[src/rtl/lshc_pkg.sv]
// Shared constants, types and helpers for the light switch block.
// No dependencies.
`default_nettype none

package lshc_pkg;

    localparam int SAMPLE_BITS_DEF = 10;
    localparam int MAX_WINDOW      = 64;
    localparam int THR_W           = 10;
    localparam int WIN_W           = 7;
    localparam int PHASE_W         = 3;
    localparam int CFG_IDX_W       = 2;
    localparam int CFG_DATA_W      = 10;
    localparam int OUT_W           = 16;

    localparam logic [THR_W-1:0] HIGH_THR_RST = 10'd768;
    localparam logic [THR_W-1:0] LOW_THR_RST  = 10'd256;
    localparam logic [WIN_W-1:0] BASE_WIN_RST = 7'd10;

    // register indexes
    localparam logic [CFG_IDX_W-1:0] REG_HIGH_THR = 2'd0;
    localparam logic [CFG_IDX_W-1:0] REG_LOW_THR  = 2'd1;
    localparam logic [CFG_IDX_W-1:0] REG_BASE_WIN = 2'd2;

    // phase codes as seen on the output
    localparam logic [PHASE_W-1:0] PH_IDLE        = 3'd0;
    localparam logic [PHASE_W-1:0] PH_CONF_HI     = 3'd1;
    localparam logic [PHASE_W-1:0] PH_CONF_LO     = 3'd2;
    localparam logic [PHASE_W-1:0] PH_WAIT_DARK   = 3'd3;
    localparam logic [PHASE_W-1:0] PH_WAIT_BRIGHT = 3'd4;

    typedef struct packed {
        logic latch;    // capture the accepted sample
        logic step;     // per-phase update with the sample
        logic judge;    // window end: compare sum against high*w or (low+1)*w
        logic publish;  // load the output register
    } t_lshc_cmd;

    typedef struct packed {
        logic win_end;  // this sample closes the confirmation window
        logic out_free; // output register can take a result this cycle
    } t_lshc_sts;

    function automatic logic [WIN_W-1:0] clamp_win(input logic [WIN_W-1:0] w);
        logic [WIN_W-1:0] r;
        r = w;
        if (w == '0)
            r = WIN_W'(1);
        else if (w > WIN_W'(MAX_WINDOW))
            r = WIN_W'(MAX_WINDOW);
        return r;
    endfunction

endpackage

`default_nettype wire

[src/rtl/lshc_ctrl.sv]
// Sequencer for the light switch block: input handshake and step order.
// Depends on lshc_pkg.
`default_nettype none

module lshc_ctrl
    import lshc_pkg::*;
(
    input  wire logic      i_clk,
    input  wire logic      i_rst_n,
    input  wire logic      i_in_valid,
    output logic           o_in_ready,
    input  wire t_lshc_sts i_sts,
    output t_lshc_cmd      o_cmd
);

    localparam logic [1:0] ST_IDLE  = 2'd0;
    localparam logic [1:0] ST_STEP  = 2'd1;
    localparam logic [1:0] ST_JUDGE = 2'd2;
    localparam logic [1:0] ST_DONE  = 2'd3;

    logic [1:0] r_state;
    logic [1:0] n_state;

    always_comb begin
        n_state       = r_state;
        o_cmd         = '0;
        o_in_ready    = 1'b0;
        case (r_state)
            ST_IDLE: begin
                o_in_ready = 1'b1;
                if (i_in_valid) begin
                    o_cmd.latch = 1'b1;
                    n_state     = ST_STEP;
                end
            end
            ST_STEP: begin
                o_cmd.step = 1'b1;
                n_state    = i_sts.win_end ? ST_JUDGE : ST_DONE;
            end
            ST_JUDGE: begin
                o_cmd.judge = 1'b1;
                n_state     = ST_DONE;
            end
            ST_DONE: begin
                if (i_sts.out_free) begin
                    o_cmd.publish = 1'b1;
                    n_state       = ST_IDLE;
                end
            end
            default: begin
                n_state = ST_IDLE;
            end
        endcase
    end

    always_ff @(posedge i_clk) begin
        if (!i_rst_n)
            r_state <= ST_IDLE;
        else
            r_state <= n_state;
    end

endmodule

`default_nettype wire

[src/rtl/lshc_dp.sv]
// Datapath for the light switch block: config registers, phase state,
// window sum and count, threshold product and output register. Uses lshc_pkg.
`default_nettype none

module lshc_dp
    import lshc_pkg::*;
#(
    parameter int SAMPLE_BITS = SAMPLE_BITS_DEF
) (
    input  wire logic                   i_clk,
    input  wire logic                   i_rst_n,
    input  wire logic                   i_cfg_we,
    input  wire logic [CFG_IDX_W-1:0]   i_cfg_index,
    input  wire logic [CFG_DATA_W-1:0]  i_cfg_data,
    input  wire logic [SAMPLE_BITS-1:0] i_sample,
    input  wire t_lshc_cmd              i_cmd,
    output t_lshc_sts                   o_sts,
    output logic                        o_out_valid,
    input  wire logic                   i_out_ready,
    output logic [OUT_W-1:0]            o_out_data
);

    localparam int SUM_W  = SAMPLE_BITS + WIN_W;
    localparam int PROD_W = THR_W + 1 + WIN_W;
    localparam int CMP_W  = (SUM_W > PROD_W) ? SUM_W : PROD_W;
    localparam int LVL_W  = (SAMPLE_BITS > THR_W) ? SAMPLE_BITS : THR_W;

    logic [THR_W-1:0]       r_high;
    logic [THR_W-1:0]       r_low;
    logic [WIN_W-1:0]       r_base;
    logic [PHASE_W-1:0]     r_phase;
    logic                   r_closed;
    logic [WIN_W-1:0]       r_win;
    logic [WIN_W-1:0]       r_cnt;
    logic [SUM_W-1:0]       r_sum;
    logic [SAMPLE_BITS-1:0] r_sample;
    logic [PROD_W-1:0]      r_prod;
    logic                   r_out_valid;
    logic [OUT_W-1:0]       r_out_data;

    logic [PHASE_W-1:0]     n_phase;
    logic                   n_closed;
    logic [WIN_W-1:0]       n_win;
    logic [WIN_W-1:0]       n_cnt;
    logic [SUM_W-1:0]       n_sum;

    logic [LVL_W-1:0]       s_lvl;
    logic [LVL_W-1:0]       hi_lvl;
    logic [LVL_W-1:0]       lo_lvl;
    logic [WIN_W:0]         cnt_inc;
    logic                   confirming;
    logic [THR_W:0]         thr_op;
    logic [PROD_W-1:0]      prod_c;
    logic                   sum_ge;
    logic [WIN_W-1:0]       win_grown;

    assign s_lvl      = LVL_W'(r_sample);
    assign hi_lvl     = LVL_W'(r_high);
    assign lo_lvl     = LVL_W'(r_low);
    assign cnt_inc    = {1'b0, r_cnt} + (WIN_W+1)'(1);
    assign confirming = (r_phase == PH_CONF_HI) || (r_phase == PH_CONF_LO);

    assign o_sts = '{win_end:  confirming && (cnt_inc >= {1'b0, r_win}),
                     out_free: !r_out_valid || i_out_ready};

    // floor(sum/w) >= high  <=>  sum >= high*w
    // floor(sum/w) <= low   <=>  sum <  (low+1)*w
    assign thr_op = (r_phase == PH_CONF_HI) ? {1'b0, r_high}
                                             : ({1'b0, r_low} + (THR_W+1)'(1));
    assign prod_c = {{WIN_W{1'b0}}, thr_op} * {{(THR_W+1){1'b0}}, r_win};
    assign sum_ge = CMP_W'(r_sum) >= CMP_W'(r_prod);

    assign win_grown = (r_win < WIN_W'(MAX_WINDOW)) ? (r_win + WIN_W'(1)) : r_win;

    always_comb begin
        n_phase  = r_phase;
        n_closed = r_closed;
        n_win    = r_win;
        n_cnt    = r_cnt;
        n_sum    = r_sum;
        if (i_cmd.step) begin
            case (r_phase)
                PH_CONF_HI, PH_CONF_LO: begin
                    n_sum = r_sum + SUM_W'(r_sample);
                    n_cnt = cnt_inc[WIN_W-1:0];
                end
                PH_WAIT_DARK: begin
                    if (s_lvl <= lo_lvl)
                        n_phase = PH_IDLE;
                end
                PH_WAIT_BRIGHT: begin
                    if (s_lvl >= hi_lvl)
                        n_phase = PH_IDLE;
                end
                default: begin
                    n_cnt = '0;
                    n_sum = '0;
                    if (s_lvl > hi_lvl) begin
                        n_phase = PH_CONF_HI;
                    end else if (s_lvl < lo_lvl) begin
                        n_phase = PH_CONF_LO;
                    end else begin
                        n_phase = PH_IDLE;
                        n_win   = clamp_win(r_base);
                    end
                end
            endcase
        end else if (i_cmd.judge) begin
            n_cnt = '0;
            n_sum = '0;
            if (r_phase == PH_CONF_HI) begin
                if (sum_ge) begin
                    n_closed = 1'b0;
                    n_phase  = PH_WAIT_DARK;
                end else begin
                    n_win   = win_grown;
                    n_phase = PH_IDLE;
                end
            end else begin
                if (!sum_ge) begin
                    n_closed = 1'b1;
                    n_phase  = PH_WAIT_BRIGHT;
                end else begin
                    n_win   = win_grown;
                    n_phase = PH_IDLE;
                end
            end
        end
    end

    always_ff @(posedge i_clk) begin
        if (!i_rst_n) begin
            r_high      <= HIGH_THR_RST;
            r_low       <= LOW_THR_RST;
            r_base      <= BASE_WIN_RST;
            r_phase     <= PH_IDLE;
            r_closed    <= 1'b0;
            r_win       <= clamp_win(BASE_WIN_RST);
            r_cnt       <= '0;
            r_sum       <= '0;
            r_out_valid <= 1'b0;
        end else begin
            if (i_cfg_we) begin
                case (i_cfg_index)
                    REG_HIGH_THR: r_high <= i_cfg_data;
                    REG_LOW_THR:  r_low  <= i_cfg_data;
                    REG_BASE_WIN: r_base <= i_cfg_data[WIN_W-1:0];
                    default: begin
                    end
                endcase
            end
            r_phase  <= n_phase;
            r_closed <= n_closed;
            r_win    <= n_win;
            r_cnt    <= n_cnt;
            r_sum    <= n_sum;
            if (i_cmd.publish)
                r_out_valid <= 1'b1;
            else if (i_out_ready)
                r_out_valid <= 1'b0;
        end
    end

    always_ff @(posedge i_clk) begin
        if (i_cmd.latch)
            r_sample <= i_sample;
        if (i_cmd.step && o_sts.win_end)
            r_prod <= prod_c;
        if (i_cmd.publish)
            r_out_data <= {{(OUT_W-WIN_W-PHASE_W-1){1'b0}}, r_win, r_phase, r_closed};
    end

    assign o_out_valid = r_out_valid;
    assign o_out_data  = r_out_data;

endmodule

`default_nettype wire

[src/rtl/light_switch_hysteresis_confirm.sv]
// Light switch with hysteresis and averaged confirmation.
// The result is registered after the sequencer's step and done states, with a
// judge state between them when a sample closes a window and the sum is compared
// against high*w or (low+1)*w; done waits while the output is stalled. A new
// sample waits until the last result is published. Synchronous active-low reset.
// Top level; depends on lshc_pkg, lshc_ctrl, lshc_dp.
`default_nettype none

module light_switch_hysteresis_confirm
    import lshc_pkg::*;
#(
    parameter int SAMPLE_BITS = SAMPLE_BITS_DEF,
    localparam int IN_W = ((SAMPLE_BITS + 7) / 8) * 8
) (
    input  wire logic                  i_clk,
    input  wire logic                  i_rst_n,
    input  wire logic                  i_s_tvalid,
    output logic                       o_s_tready,
    input  wire logic [IN_W-1:0]       i_s_tdata,   // [SAMPLE_BITS-1:0] sample
    output logic                       o_m_tvalid,
    input  wire logic                  i_m_tready,
    output logic [OUT_W-1:0]           o_m_tdata,   // [0] switch_closed, [3:1] phase,
                                                    // [10:4] window_now
    input  wire logic                  i_cfg_valid,
    output logic                       o_cfg_ready,
    input  wire logic [CFG_IDX_W-1:0]  i_cfg_index,
    input  wire logic [CFG_DATA_W-1:0] i_cfg_data
);

    t_lshc_cmd cmd;
    t_lshc_sts sts;

    assign o_cfg_ready = 1'b1;

    lshc_ctrl u_ctrl (
        .i_clk      (i_clk),
        .i_rst_n    (i_rst_n),
        .i_in_valid (i_s_tvalid),
        .o_in_ready (o_s_tready),
        .i_sts      (sts),
        .o_cmd      (cmd)
    );

    lshc_dp #(
        .SAMPLE_BITS (SAMPLE_BITS)
    ) u_dp (
        .i_clk       (i_clk),
        .i_rst_n     (i_rst_n),
        .i_cfg_we    (i_cfg_valid),
        .i_cfg_index (i_cfg_index),
        .i_cfg_data  (i_cfg_data),
        .i_sample    (i_s_tdata[SAMPLE_BITS-1:0]),
        .i_cmd       (cmd),
        .o_sts       (sts),
        .o_out_valid (o_m_tvalid),
        .i_out_ready (i_m_tready),
        .o_out_data  (o_m_tdata)
    );

endmodule

`default_nettype wire

[config.mk]
export PLATFORM = sky130hd
export DESIGN_NAME = light_switch_hysteresis_confirm
export DESIGN_NICKNAME = d
export VERILOG_FILES = /design/src/rtl/lshc_pkg.sv /design/src/rtl/lshc_ctrl.sv /design/src/rtl/lshc_dp.sv /design/src/rtl/light_switch_hysteresis_confirm.sv
export SDC_FILE = /design/constraint.sdc
export NUM_CORES = 1
export LEC_CHECK = 0
export ABC_CLOCK_PERIOD_IN_PS = 11100
export BUFFER_PORTS_ARGS = -buffer_cell sky130_fd_sc_hd__buf_2
export CAP_MARGIN = 20
export CELL_PAD_IN_SITES_DETAIL_PLACEMENT = 1
export CELL_PAD_IN_SITES_GLOBAL_PLACEMENT = 1
export CORE_ASPECT_RATIO = 0.8
export CORE_MARGIN = 5
export CORE_UTILIZATION = 40
export DETAILED_ROUTE_END_ITERATION = 12
export PLACE_DENSITY = 0.79
export RECOVER_POWER = 100
export SLEW_MARGIN = 10
export SYNTH_ARGS = -nofsm -noshare
export SYNTH_HDL_FRONTEND = slang
export SYNTH_HIERARCHICAL = 1
export SYNTH_SLANG_ARGS = --single-unit
[constraint.sdc]
create_clock -name i_clk -period 11.1 [get_ports i_clk]
set_clock_uncertainty 0.2 [all_clocks]
set_input_delay 2.22 -clock i_clk [delete_from_list [all_inputs] [get_ports i_clk]]
set_output_delay 2.22 -clock i_clk [all_outputs]
set_load 0.05 [all_outputs]
# ---- After elaboration in Yosys (flattened, before gate mapping)
# Cells that the tools add are included.
dict set report op_classes {
  n_addsub 4
  magnitude_cmp 8
  eq_ne 21
  mux 44
  n_reduce_logical 22
  mul 1
  bitwise_logic 1
}
# op n
set ops {}
lappend ops {{$mux 7} 13}
lappend ops {{$mux 17} 2}
lappend ops {{$pmux 17 s2} 1}
lappend ops {{$mux 3} 7}
lappend ops {{$ge 17x18->1} 1}
lappend ops {{$mul 11x7->18} 1}
lappend ops {{$add 17x10->17} 1}
lappend ops {{$ne 2x2->1 const B} 8}
lappend ops {{$pmux 7 s2} 1}
lappend ops {{$mux 1} 13}
lappend ops {{$add 10x1->11 const B} 1}
lappend ops {{$mux 11} 1}
lappend ops {{$ge 10x10->1} 1}
lappend ops {{$gt 10x10->1} 1}
lappend ops {{$le 10x10->1} 1}
lappend ops {{$lt 10x10->1} 1}
lappend ops {{$reduce_and 2->1} 5}
lappend ops {{$pmux 3 s3} 1}
lappend ops {{$add 7x1->8 const B} 1}
lappend ops {{$ge 8x7->1} 1}
lappend ops {{$mux 2} 4}
lappend ops {{$pmux 2 s4} 1}
lappend ops {{$reduce_and 4->1} 2}
lappend ops {{$add 7x1->7 const B} 1}
lappend ops {{other kinds (21)} 31}
dict set report word_totals {
  regBits 104
  inputBits 33
  elab_cells 114
  out_inout_bits 19
}

# ---- Logic depth before layout (Yosys ltp)
# Gate-level depths: netlist of run 1.
dict set report depth {
  ltp_word 7
  ltp_mapped 22
}

# ---- Modules after synthesis
# The synthesis of run 1 kept the hierarchy.
# module area_per_inst_um2 instances cells_per_inst
set by_module_without_submodules {}
lappend by_module_without_submodules {lshc_dp 8276.7 1 890}
lappend by_module_without_submodules {lshc_ctrl 180.2 1 20}
lappend by_module_without_submodules {light_switch_hysteresis_confirm 11.3 1 2}

# ---- Worst setup path before layout of run 1
# Ideal clock, no wire load.
dict set report synth_timing {
  path_kind {register to register}
  from {register u_dp.r_phase[0]}
  to {register u_dp.r_prod[16], data pin}
  setup_time_ps 262
  setup_slack_ps 5719
  arrival_ps 4919
  stages_incl_launch_ff 22
  n_path_buf 2
  synth_period_minus_slack_ps 5381
  path_cell_list {dfxtp_1 -> buf_2 -> nor3b_2 -> clkbuf_1 -> o21ai_0 -> and2_1 -> fa_1 -> inv_1 -> fa_1 -> inv_1 -> fa_1 -> inv_1 -> fa_1 -> inv_1 -> ha_1 -> o21ai_0 -> o21bai_1 -> a31oi_1 -> o31ai_1 -> nand2_1 -> a21oi_1 -> xor2_1}
}
dict set report synth_via {
  elab_chain_cells 3
}
# element line
set synth_rtl {}
lappend synth_rtl {{start: declaration} lshc_dp.sv:31} ;# logic [PHASE_W-1:0] r_phase;
lappend synth_rtl {{start signal: assignment} lshc_dp.sv:152} ;# r_phase <= n_phase;
lappend synth_rtl {{$eq 3x1->1} lshc_dp.sv:68} ;# assign thr_op = (r_phase == PH_CONF_HI) ? {1'b0, r_high}
lappend synth_rtl {{$mux 11} lshc_dp.sv:68}
lappend synth_rtl {{$mul 11x7->18} lshc_dp.sv:70} ;# assign prod_c = {{WIN_W{1'b0}}, thr_op} * {{(THR_W+1){1'b0}}, r_win};
lappend synth_rtl {{net u_dp.prod_c[16]} lshc_dp.sv:53} ;# logic [PROD_W-1:0] prod_c;
lappend synth_rtl {{end signal: assignment} lshc_dp.sv:168} ;# r_prod <= prod_c;
lappend synth_rtl {{end: declaration} lshc_dp.sv:37} ;# logic [PROD_W-1:0] r_prod;
# The timed path passes the listed nets, and every way through them passes these cells.
# A chain may end at the register's enable or synchronous reset.

# ---- Worst setup path in the final report of run 1
# Ends and elaborated chain as after synthesis.

==> results.md, run 1 <==
* Status: finished with violations
* Failing checks: capacitance limit, slew limit
* CTS tree: yes
* Antenna violations before repair at 0
* Iteration-0 DRC Markers at roughly 450
* Mapped Area at approximately 8500 µm²
* Crit path DAT at between 6000 and 7000 ps
* GRT overflow at 0
* Layout net count at between 1000 and 1500
* Post-synthesis sequential area ratio at 0.292
* Slew Limit Fails at 61
* Setup-failing EPs final at 0
* Post-CTS Hold Buffers at 0
* Top delay family on crit path: adder cells
* Number of synthesized register bits at 104
* Pwr dens at ~160 nW/µm²
* Chip Height at approximately 140 µm
* Area growth, synth to finish at 8.20%
* DR vias at roughly 6600
* Syn. warnings at 6
* DRT Pass-1 Iters at 4
* Leakage Power at 4.07 nW
* Hold Path Class: reg2reg
* Die extent in x at around 170 µm
* Vias per cell at 5.44
* Worst-margin pin slew at between 2000 and 2500 ps
* Worst-path fanout max at 13
* Setup slack at placement at ~4500 ps
* Critical path, cell by cell: nor3b_1 > clkbuf_1 > nor2_1 > a21oi_1 > nor2_1 > fa_1 > inv_1 > fa_1 > inv_1 > fa_1 > inv_1 > fa_1 > inv_1 > ha_1 > o21ai_0 > o21bai_1 > a31oi_1 > o31ai_1 > nand2_1 > a21oi_1 > xor2_1
* Post-CTS sizing at 0
* Setup Buffers After CTS at 0
* Avg WL per Cell at 18.6 µm
* Post-synth top flop: dfxtp_1
* Cts bufs inserted at 9
* Max-slew headroom at -0.624
* RSZ-0062 raised after global routing: false
* I/O pin count at between 50 and 60
* H-tree levels at 3
* Final Non-Filler Cells at 1216
* PortBufs at 39
* # placed instances at approximately 1200
* Avg Inst Size Synth at roughly 9.3 µm²
* Worst vdd ir at 92.8 µV
* Synth area leader: dfxtp_1
* Buf/Inv on CP at 5
* Setup TNS Final at 0 ps
* CTS max path bufs at 2
* Share of the synthesized area in the top cell type at 0.154
* Minimum clock period at 6730 ps
* Num rows at between 40 and 50
* Worst setup SP type: flip-flop
* Critical path required time at 11000 ps
* Worst-Skew Late Latency at ~360 ps
* Worst hold slack at about 300 ps
* Final Power at roughly 1.5 mW
* Final WS setup at 4370 ps
* Top cells by area, synth: dfxtp_1 (15%), ha_1 (14%), edfxtp_1 (14%)
* Worst-path clk slew at around 80 ps
* Final hold violations at 0
* Setup crit end kind: flip-flop
* Share of cells above drive strength 1 at 0.0686
* Number of global-route vias before repair at 6928
* Ys async rst share at 0
* Largest net degree at the start of global routing at between 60 and 70
* Synth cell types at 80
* DRC at 0
* Final GP Congestion at approximately 0.84
* F_max at roughly 0.15 GHz
* Count of flip-flops with a built-in enable after synthesis at 39
* Max_cap viols at 1
* Starting Density at 0.408
* Final period utilization at 0.606
* First-pass GRT wire length at roughly 37000 µm
* Die area at roughly 24000 µm²
* Crit Path Category: reg2reg
* Total GRT Usage at 0.190
* Root Buffer: clkbuf_16
* CP max-delay cell: a21oi_1
* Detail Route Antenna Nets at 0
* Clk sinks at about 100
* Post-synthesis cell count at around 910
* # diodes at 0
* Core ar. at roughly 21000 µm²
* Final WL at about 23000 µm
* Max incr delay on CP at 620 ps
* Post-DP HPWL at about 17000 µm
metrics by stage:
step	util	cell area (µm²)
2_1_floorplan	-	8480
3_5_place_dp	0.428	8880
3_3_place_gp	0.428	8880
4_1_cts	0.443	9190
5_1_grt	0.441	9160
6_report	0.441	9160
tightest hold or removal path: stages (launching register included):
cell	delay, ps
dfxtp_1	340
mux2i_1	70
nand2_1	60
cell families (layout without fill, tap and decap cells):
family,after synthesis,in the layout,synth area share
AO/OA/AOI/OAI,174,174,0.143
buffers and inverters,124,155,0.0631
XOR/XNOR,42,42,0.0434
AND/OR/NAND/NOR,313,313,0.194
other,2,6,0.000887
adder cells (fa/ha/maj),142,142,0.250
multiplexers,11,11,0.0136
flip-flops,104,104,0.292
power by group:
group,internal [mW],switching [mW],total (mW)
Sequential,0.450,0.0637,0.514
Combinational,0.231,0.408,0.639
Clock,0.180,0.164,0.344
Total,0.861,0.635,1.50
layout by cell type, fill, tap and decap left out, drive strengths merged, types with 6 or more instances in the layout:
master | synthesis | routed
nor3 | 18 | 18
o21ai | 34 | 34
nand2b | 14 | 14
xor2 | 12 | 12
a21oi | 41 | 41
nor2b | 30 | 30
and2 | 40 | 40
a21o | 19 | 19
nand2 | 69 | 69
a211oi | 9 | 9
edfxtp | 39 | 39
or3 | 6 | 6
a22oi | 9 | 9
ha | 97 | 97
mux2i | 10 | 10
inv | 92 | 96
a21boi | 13 | 13
fa | 45 | 45
clkbuf | 19 | 26
nor2 | 76 | 76
conb | 2 | 6
o21a | 6 | 6
xnor2 | 30 | 30
nand3 | 20 | 20
nand4 | 10 | 10
buf | 12 | 29
dfxtp | 65 | 65
cells in the mapped netlist (4+ instances only):
| cell type | n |
|---|---|
| or3_1 | 6 |
| and3_1 | 5 |
| a21boi_0 | 12 |
| edfxtp_1 | 39 |
| o21a_1 | 6 |
| mux2i_1 | 10 |
| nand2_1 | 69 |
| nand3_1 | 19 |
| fa_1 | 45 |
| nand4_1 | 10 |
| o21ai_0 | 31 |
| a21o_1 | 19 |
| xor2_1 | 12 |
| nor3_1 | 17 |
| a21oi_1 | 40 |
| o211ai_1 | 4 |
| clkbuf_1 | 17 |
| nor2b_1 | 30 |
| nand2b_1 | 14 |
| dfxtp_1 | 65 |
| o31ai_1 | 4 |
| buf_4 | 8 |
| and2_1 | 39 |
| o31a_1 | 4 |
| nor2_1 | 74 |
| ha_1 | 97 |
| a22oi_1 | 9 |
| a211oi_1 | 9 |
| inv_1 | 92 |
| xnor2_1 | 30 |
registers in the layout, summed over array words and instances, names as in the netlist:
| name | flops |
|---|---|
| u_dp/lo_lvl | 10 |
| u_dp/r_win | 7 |
| u_dp/hi_lvl | 10 |
| u_dp/r_sum | 17 |
| u_dp/r_base | 7 |
| u_dp/r_cnt | 7 |
| u_dp/r_sample | 10 |
| u_dp/r_phase | 3 |
| u_ctrl/r_state | 2 |
| u_dp/o_out_data | 11 |
| u_dp/o_out_valid | 1 |
| u_dp/r_closed | 1 |
| u_dp/r_prod | 18 |
cell type report:
class	count	area, µm²
well taps	269	337
multi-input cells	688	5480
flip-flops and latches	104	2470
inverters	93	350
fillers	2437	11600
clock buffers	9	225
repair buffers	46	215
clock inverters	7	85.1
per-layer routing:
| layer | up-vias | part of all wire | GRT usage |
|---|---|---|---|
| li1 | 3200 | - | - |
| met1 | 3289 | 0.49 | 0.272 |
| met2 | 104 | 0.46 | 0.306 |
| met3 | 19 | 0.035 | 0.0277 |
| met4 | 0 | 0.016 | 0.0438 |
| met5 | - | 0 | 0 |
final timing paths:
check	slack [ps]	depth (start not counted)	from	end
worst max-delay path	4370	21	u_dp/r_phase[0]	u_dp/r_prod[16]
worst min-delay path	300	2	u_dp/r_base[1]	u_dp/r_base[1]
worst max register to register	4370	21	u_dp/r_phase[0]	u_dp/r_prod[16]
worst min register to register	300	2	u_dp/r_base[1]	u_dp/r_base[1]
Power figures use the tool's default switching activity.
==> run 2: changes to the inputs <==
--- a/config.mk
+++ b/config.mk
@@ -5,7 +5,8 @@
 export SDC_FILE = /design/constraint.sdc
 export NUM_CORES = 1
 export LEC_CHECK = 0
-export ABC_CLOCK_PERIOD_IN_PS = 11100
+export ABC_AREA = 1
+export ABC_CLOCK_PERIOD_IN_PS = 6330
 export BUFFER_PORTS_ARGS = -buffer_cell sky130_fd_sc_hd__buf_2
 export CAP_MARGIN = 20
 export CELL_PAD_IN_SITES_DETAIL_PLACEMENT = 1
@@ -14,7 +15,7 @@
 export CORE_MARGIN = 5
 export CORE_UTILIZATION = 40
 export DETAILED_ROUTE_END_ITERATION = 12
-export PLACE_DENSITY = 0.79
+export PLACE_DENSITY = 0.81
 export RECOVER_POWER = 100
 export SLEW_MARGIN = 10
 export SYNTH_ARGS = -nofsm -noshare
==> constraint.sdc (replaced) <==
create_clock -name i_clk -period 6.33 [get_ports i_clk]
set_clock_uncertainty 0.2 [all_clocks]
set_input_delay 1.266 -clock i_clk [delete_from_list [all_inputs] [get_ports i_clk]]
set_output_delay 1.266 -clock i_clk [all_outputs]
set_load 0.05 [all_outputs]
==> run 2 against run 1 <==
Against the previous run:
- the run still ends with capacitance limit, slew limit left
- sequential power up 87%
- die area down 1.1%
- clock power up 56%
- flip-flop and latch count unchanged
- routed wire length up 2.5%
- cell area down 1.1%
- critical path type unchanged
- largest power group unchanged
==> results.md, run 2 <==
* Share of the synthesized area in the top cell type at 0.155 (+0.00179)
* # diodes at 0 (unchanged)
* Pwr dens at 398 nW/µm² (+140%)
* Antenna violations before repair at 0 (unchanged)
* Slew Limit Fails at 37 (-39%)
* Vias per cell at 5.19 (-4.5%)
* RSZ-0062 raised after global routing: false
* Count of flip-flops with a built-in enable after synthesis at 39 (unchanged)
* Biggest register: u_dp/r_prod
* Most frequent cells in the layout: nand2_1 (218), inv_1 (171), nor2_1 (121)
* Avg Inst Size Synth at 7.82 µm² (-16%)
* Avg WL per Cell at 16.8 µm (-9.7%)
* Final GP Congestion at 0.843 (about the same)
* Post-CTS Hold Buffers at 0 (unchanged)
* DRT Pass-1 Iters at 5 (+1)
* Max_cap viols at 1 (unchanged)
* Max FFs per register at 18 (unchanged)
* DRC at 0 (unchanged)
* Cts bufs inserted at 9 (unchanged)
* Number of global-route vias before repair at 7553 (+9.0%)
* DR vias at 7163 (+8.3%)
* Synth cell types at 45 (-44%)
* Status: finished with violations
* Post-synthesis adder-cell area fraction at 0.253 (+0.00291)
* Final hold violations at 0 (unchanged)
* PortBufs at 39 (unchanged)
* Iteration-0 DRC Markers at 330 (-26%)
* RR Endpoint: u_dp/r_prod[14]
* Post-synth top flop: dfxtp_1
* Main combinational cell family by area after synthesis: adder cells
* Mux cell area share after synthesis at 0 (-0.0136)
* CTS tree: yes
* Post-CTS sizing at 0 (unchanged)
* Starting Density at 0.406 (-0.00240)
* Count leader, synth: nand2_1
* Failing checks: capacitance limit, slew limit
* Crit path DAT at 5870 ps (-760 ps)
* Setup crit end kind: flip-flop
* Area growth, synth to finish at 8.24% (about the same)
* H-tree levels at 3 (unchanged)
* Worst-Skew Late Latency at 360 ps (about the same)
* Most common cell after layout, fill and taps aside: nand2_1
* Critical R2R Launch: u_dp/r_phase[0]
* Share of cells above drive strength 1 at 0.0549 (-0.0137)
* Xor/xnor share of the synthesized area at 0.0272 (-0.0162)
* Worst-margin pin slew at 1520 ps (-916 ps)
* Worst vdd ir at 194 µV (+110%)
* Worst-path fanout max at 15 (+2)
* Ys async rst share at 0 (unchanged)
* I/O pin count at 52 (unchanged)
* Total GRT Usage at 0.199 (+0.00871)
* Chip Height at 139 µm (-0.54%)
* Worst setup SP type: flip-flop
* Worst-path clk slew at 70 ps (about the same)
* Mapped Area at 8370 µm² (-1.2%)
* F_max at 0.167 GHz (+13%)
* Reg2reg setup slack at 350 ps (-4020 ps)
* Worst hold slack at 259 ps (-42.1 ps)
* Top cells by area, synth: dfxtp_1 (16%), ha_1 (14%), edfxtp_1 (14%)
* CTS max path bufs at 2 (unchanged)
* Die extent in x at 172 µm (-0.54%)
* Post-DP HPWL at 18700 µm (+7.2%)
* Largest net degree at the start of global routing at 37 (-39%)
* Footprint of the multi-input gates at 5120 µm² (-6.6%)
* Die area at 23900 µm² (-1.1%)
* Critical path required time at 6220 ps (-4780 ps)
* Num rows at 47 (unchanged)
* Post-synthesis cell count at 1071 (+17%)
* Minimum clock period at 5980 ps (-750 ps)
* Setup-failing EPs final at 0 (unchanged)
* Crit Path Category: reg2reg
* Leakage Power at 4.51 nW (+11%)
* Final Power at 3.60 mW (+140%)
* Core ar. at 20600 µm² (-0.57%)
* Post-synthesis sequential area ratio at 0.295 (+0.00340)
* Synth cell count leaders: nand2_1 (217), inv_1 (169), nor2_1 (121)
* R2R depth at 19 (-9.5%)
* Detail Route Antenna Nets at 0 (unchanged)
* Hold Path Class: reg2reg
* Crit path launch: u_dp/r_phase[0]
* Simple-gate portion of the synthesized area at 0.210 (+0.0159)
* Clk sinks at 104 (unchanged)
* Setup Buffers After CTS at 0 (unchanged)
* Fillcell total at 2598 (+6.6%)
* Placed inst area at 8830 µm² (-0.58%)
* Max-slew headroom at -0.0133 (+0.610)
* Layout net count at 1281 (+15%)
* Final WL at 23100 µm (+2.5%)
* GRT overflow at 0 (unchanged)
* Setup TNS Final at 0 ps (unchanged)
* First-pass GRT wire length at 38100 µm (+2.1%)
* Compound-Gate Fraction of Synth Area at 0.121 (-0.0227)
* Critical Path Sink: u_dp/r_prod[14]
* Cell area after layout at 9060 µm² (-1.1%)
* Area taken by flip-flops and latches at 2470 µm² (unchanged)
* Syn. warnings at 6 (unchanged)
* Root Buffer: clkbuf_16
* Number of synthesized register bits at 104 (unchanged)
* Final period utilization at 0.945 (+0.338)
* Synth area leader: dfxtp_1
[run 2: per-stage QoR]
step / util / setup WS (ps) / cells
2_1_floorplan: - / 970 / 1075
3_3_place_gp: 0.428 / 595 / 1364
3_5_place_dp: 0.428 / 330 / 1364
4_1_cts: 0.441 / 320 / 1380
5_1_grt: 0.439 / 71.8 / 1380
6_report: 0.439 / 351 / 1380
[run 2: power breakdown]
part	leakage (nW)	switching, mW	total, mW	internal, mW
Combinational	3.49	1.40	2.11	0.710
Sequential	0.883	0.111	0.959	0.848
Clock	0.130	0.265	0.535	0.270
Total	4.51	1.78	3.60	1.83
[run 2: final cells by class]
cell class	count	area share
sequential	104	0.273
tap	269	0.0371
inverter	171	0.0708
multi-input combinational	774	0.565
clock buffer	10	0.0253
timing repair buffer	46	0.0240
clock inverter	6	0.00483
[run 2: cells by family (layout without fill, tap and decap cells)]
logic type	Yosys count	in the layout
simple gates	417	417
buf+inv	197	233
compound gates	183	183
fa+ha+maj	142	142
flops	104	104
xor+xnor	26	26
other cells	2	6
[run 2: metal layers]
metal  global-route usage  wire length (µm)  vias to the layer above
li1                     -                 -                     3516
met1                0.284             11300                     3498
met2                0.322             10600                      131
met3               0.0289               945                       18
met4               0.0389               270                        0
met5                    0                 0                        -
[run 2: how the worst min path moves through the flow]
stage                  start                  to  slack (ps)  cells after the start
2_1_floorplan  u_dp/r_closed  u_dp/o_out_data[0]         200                      0
3_3_place_gp   u_dp/r_closed  u_dp/o_out_data[0]         220                      0
3_5_place_dp   u_dp/r_closed  u_dp/o_out_data[0]         230                      0
4_1_cts        u_dp/r_closed  u_dp/o_out_data[0]         260                      0
5_1_grt        u_dp/r_closed  u_dp/o_out_data[0]         260                      0
6_report       u_dp/r_closed  u_dp/o_out_data[0]         260                      0
[run 2: worst max-delay path, cell delays in order (launching register included)]
cell and delay (ps):
dfxtp_1 370, inv_1 90, nor3_1 210, inv_1 290, o21ai_0 440, inv_1 250, nor2_1 190, fa_1 450
fa_1 500, fa_1 560, inv_1 60, fa_1 540, inv_1 50, ha_1 350, a21o_1 180, a21oi_1 150
o21ai_0 150, a21boi_0 360, o21ai_0 160, xor2_1 160
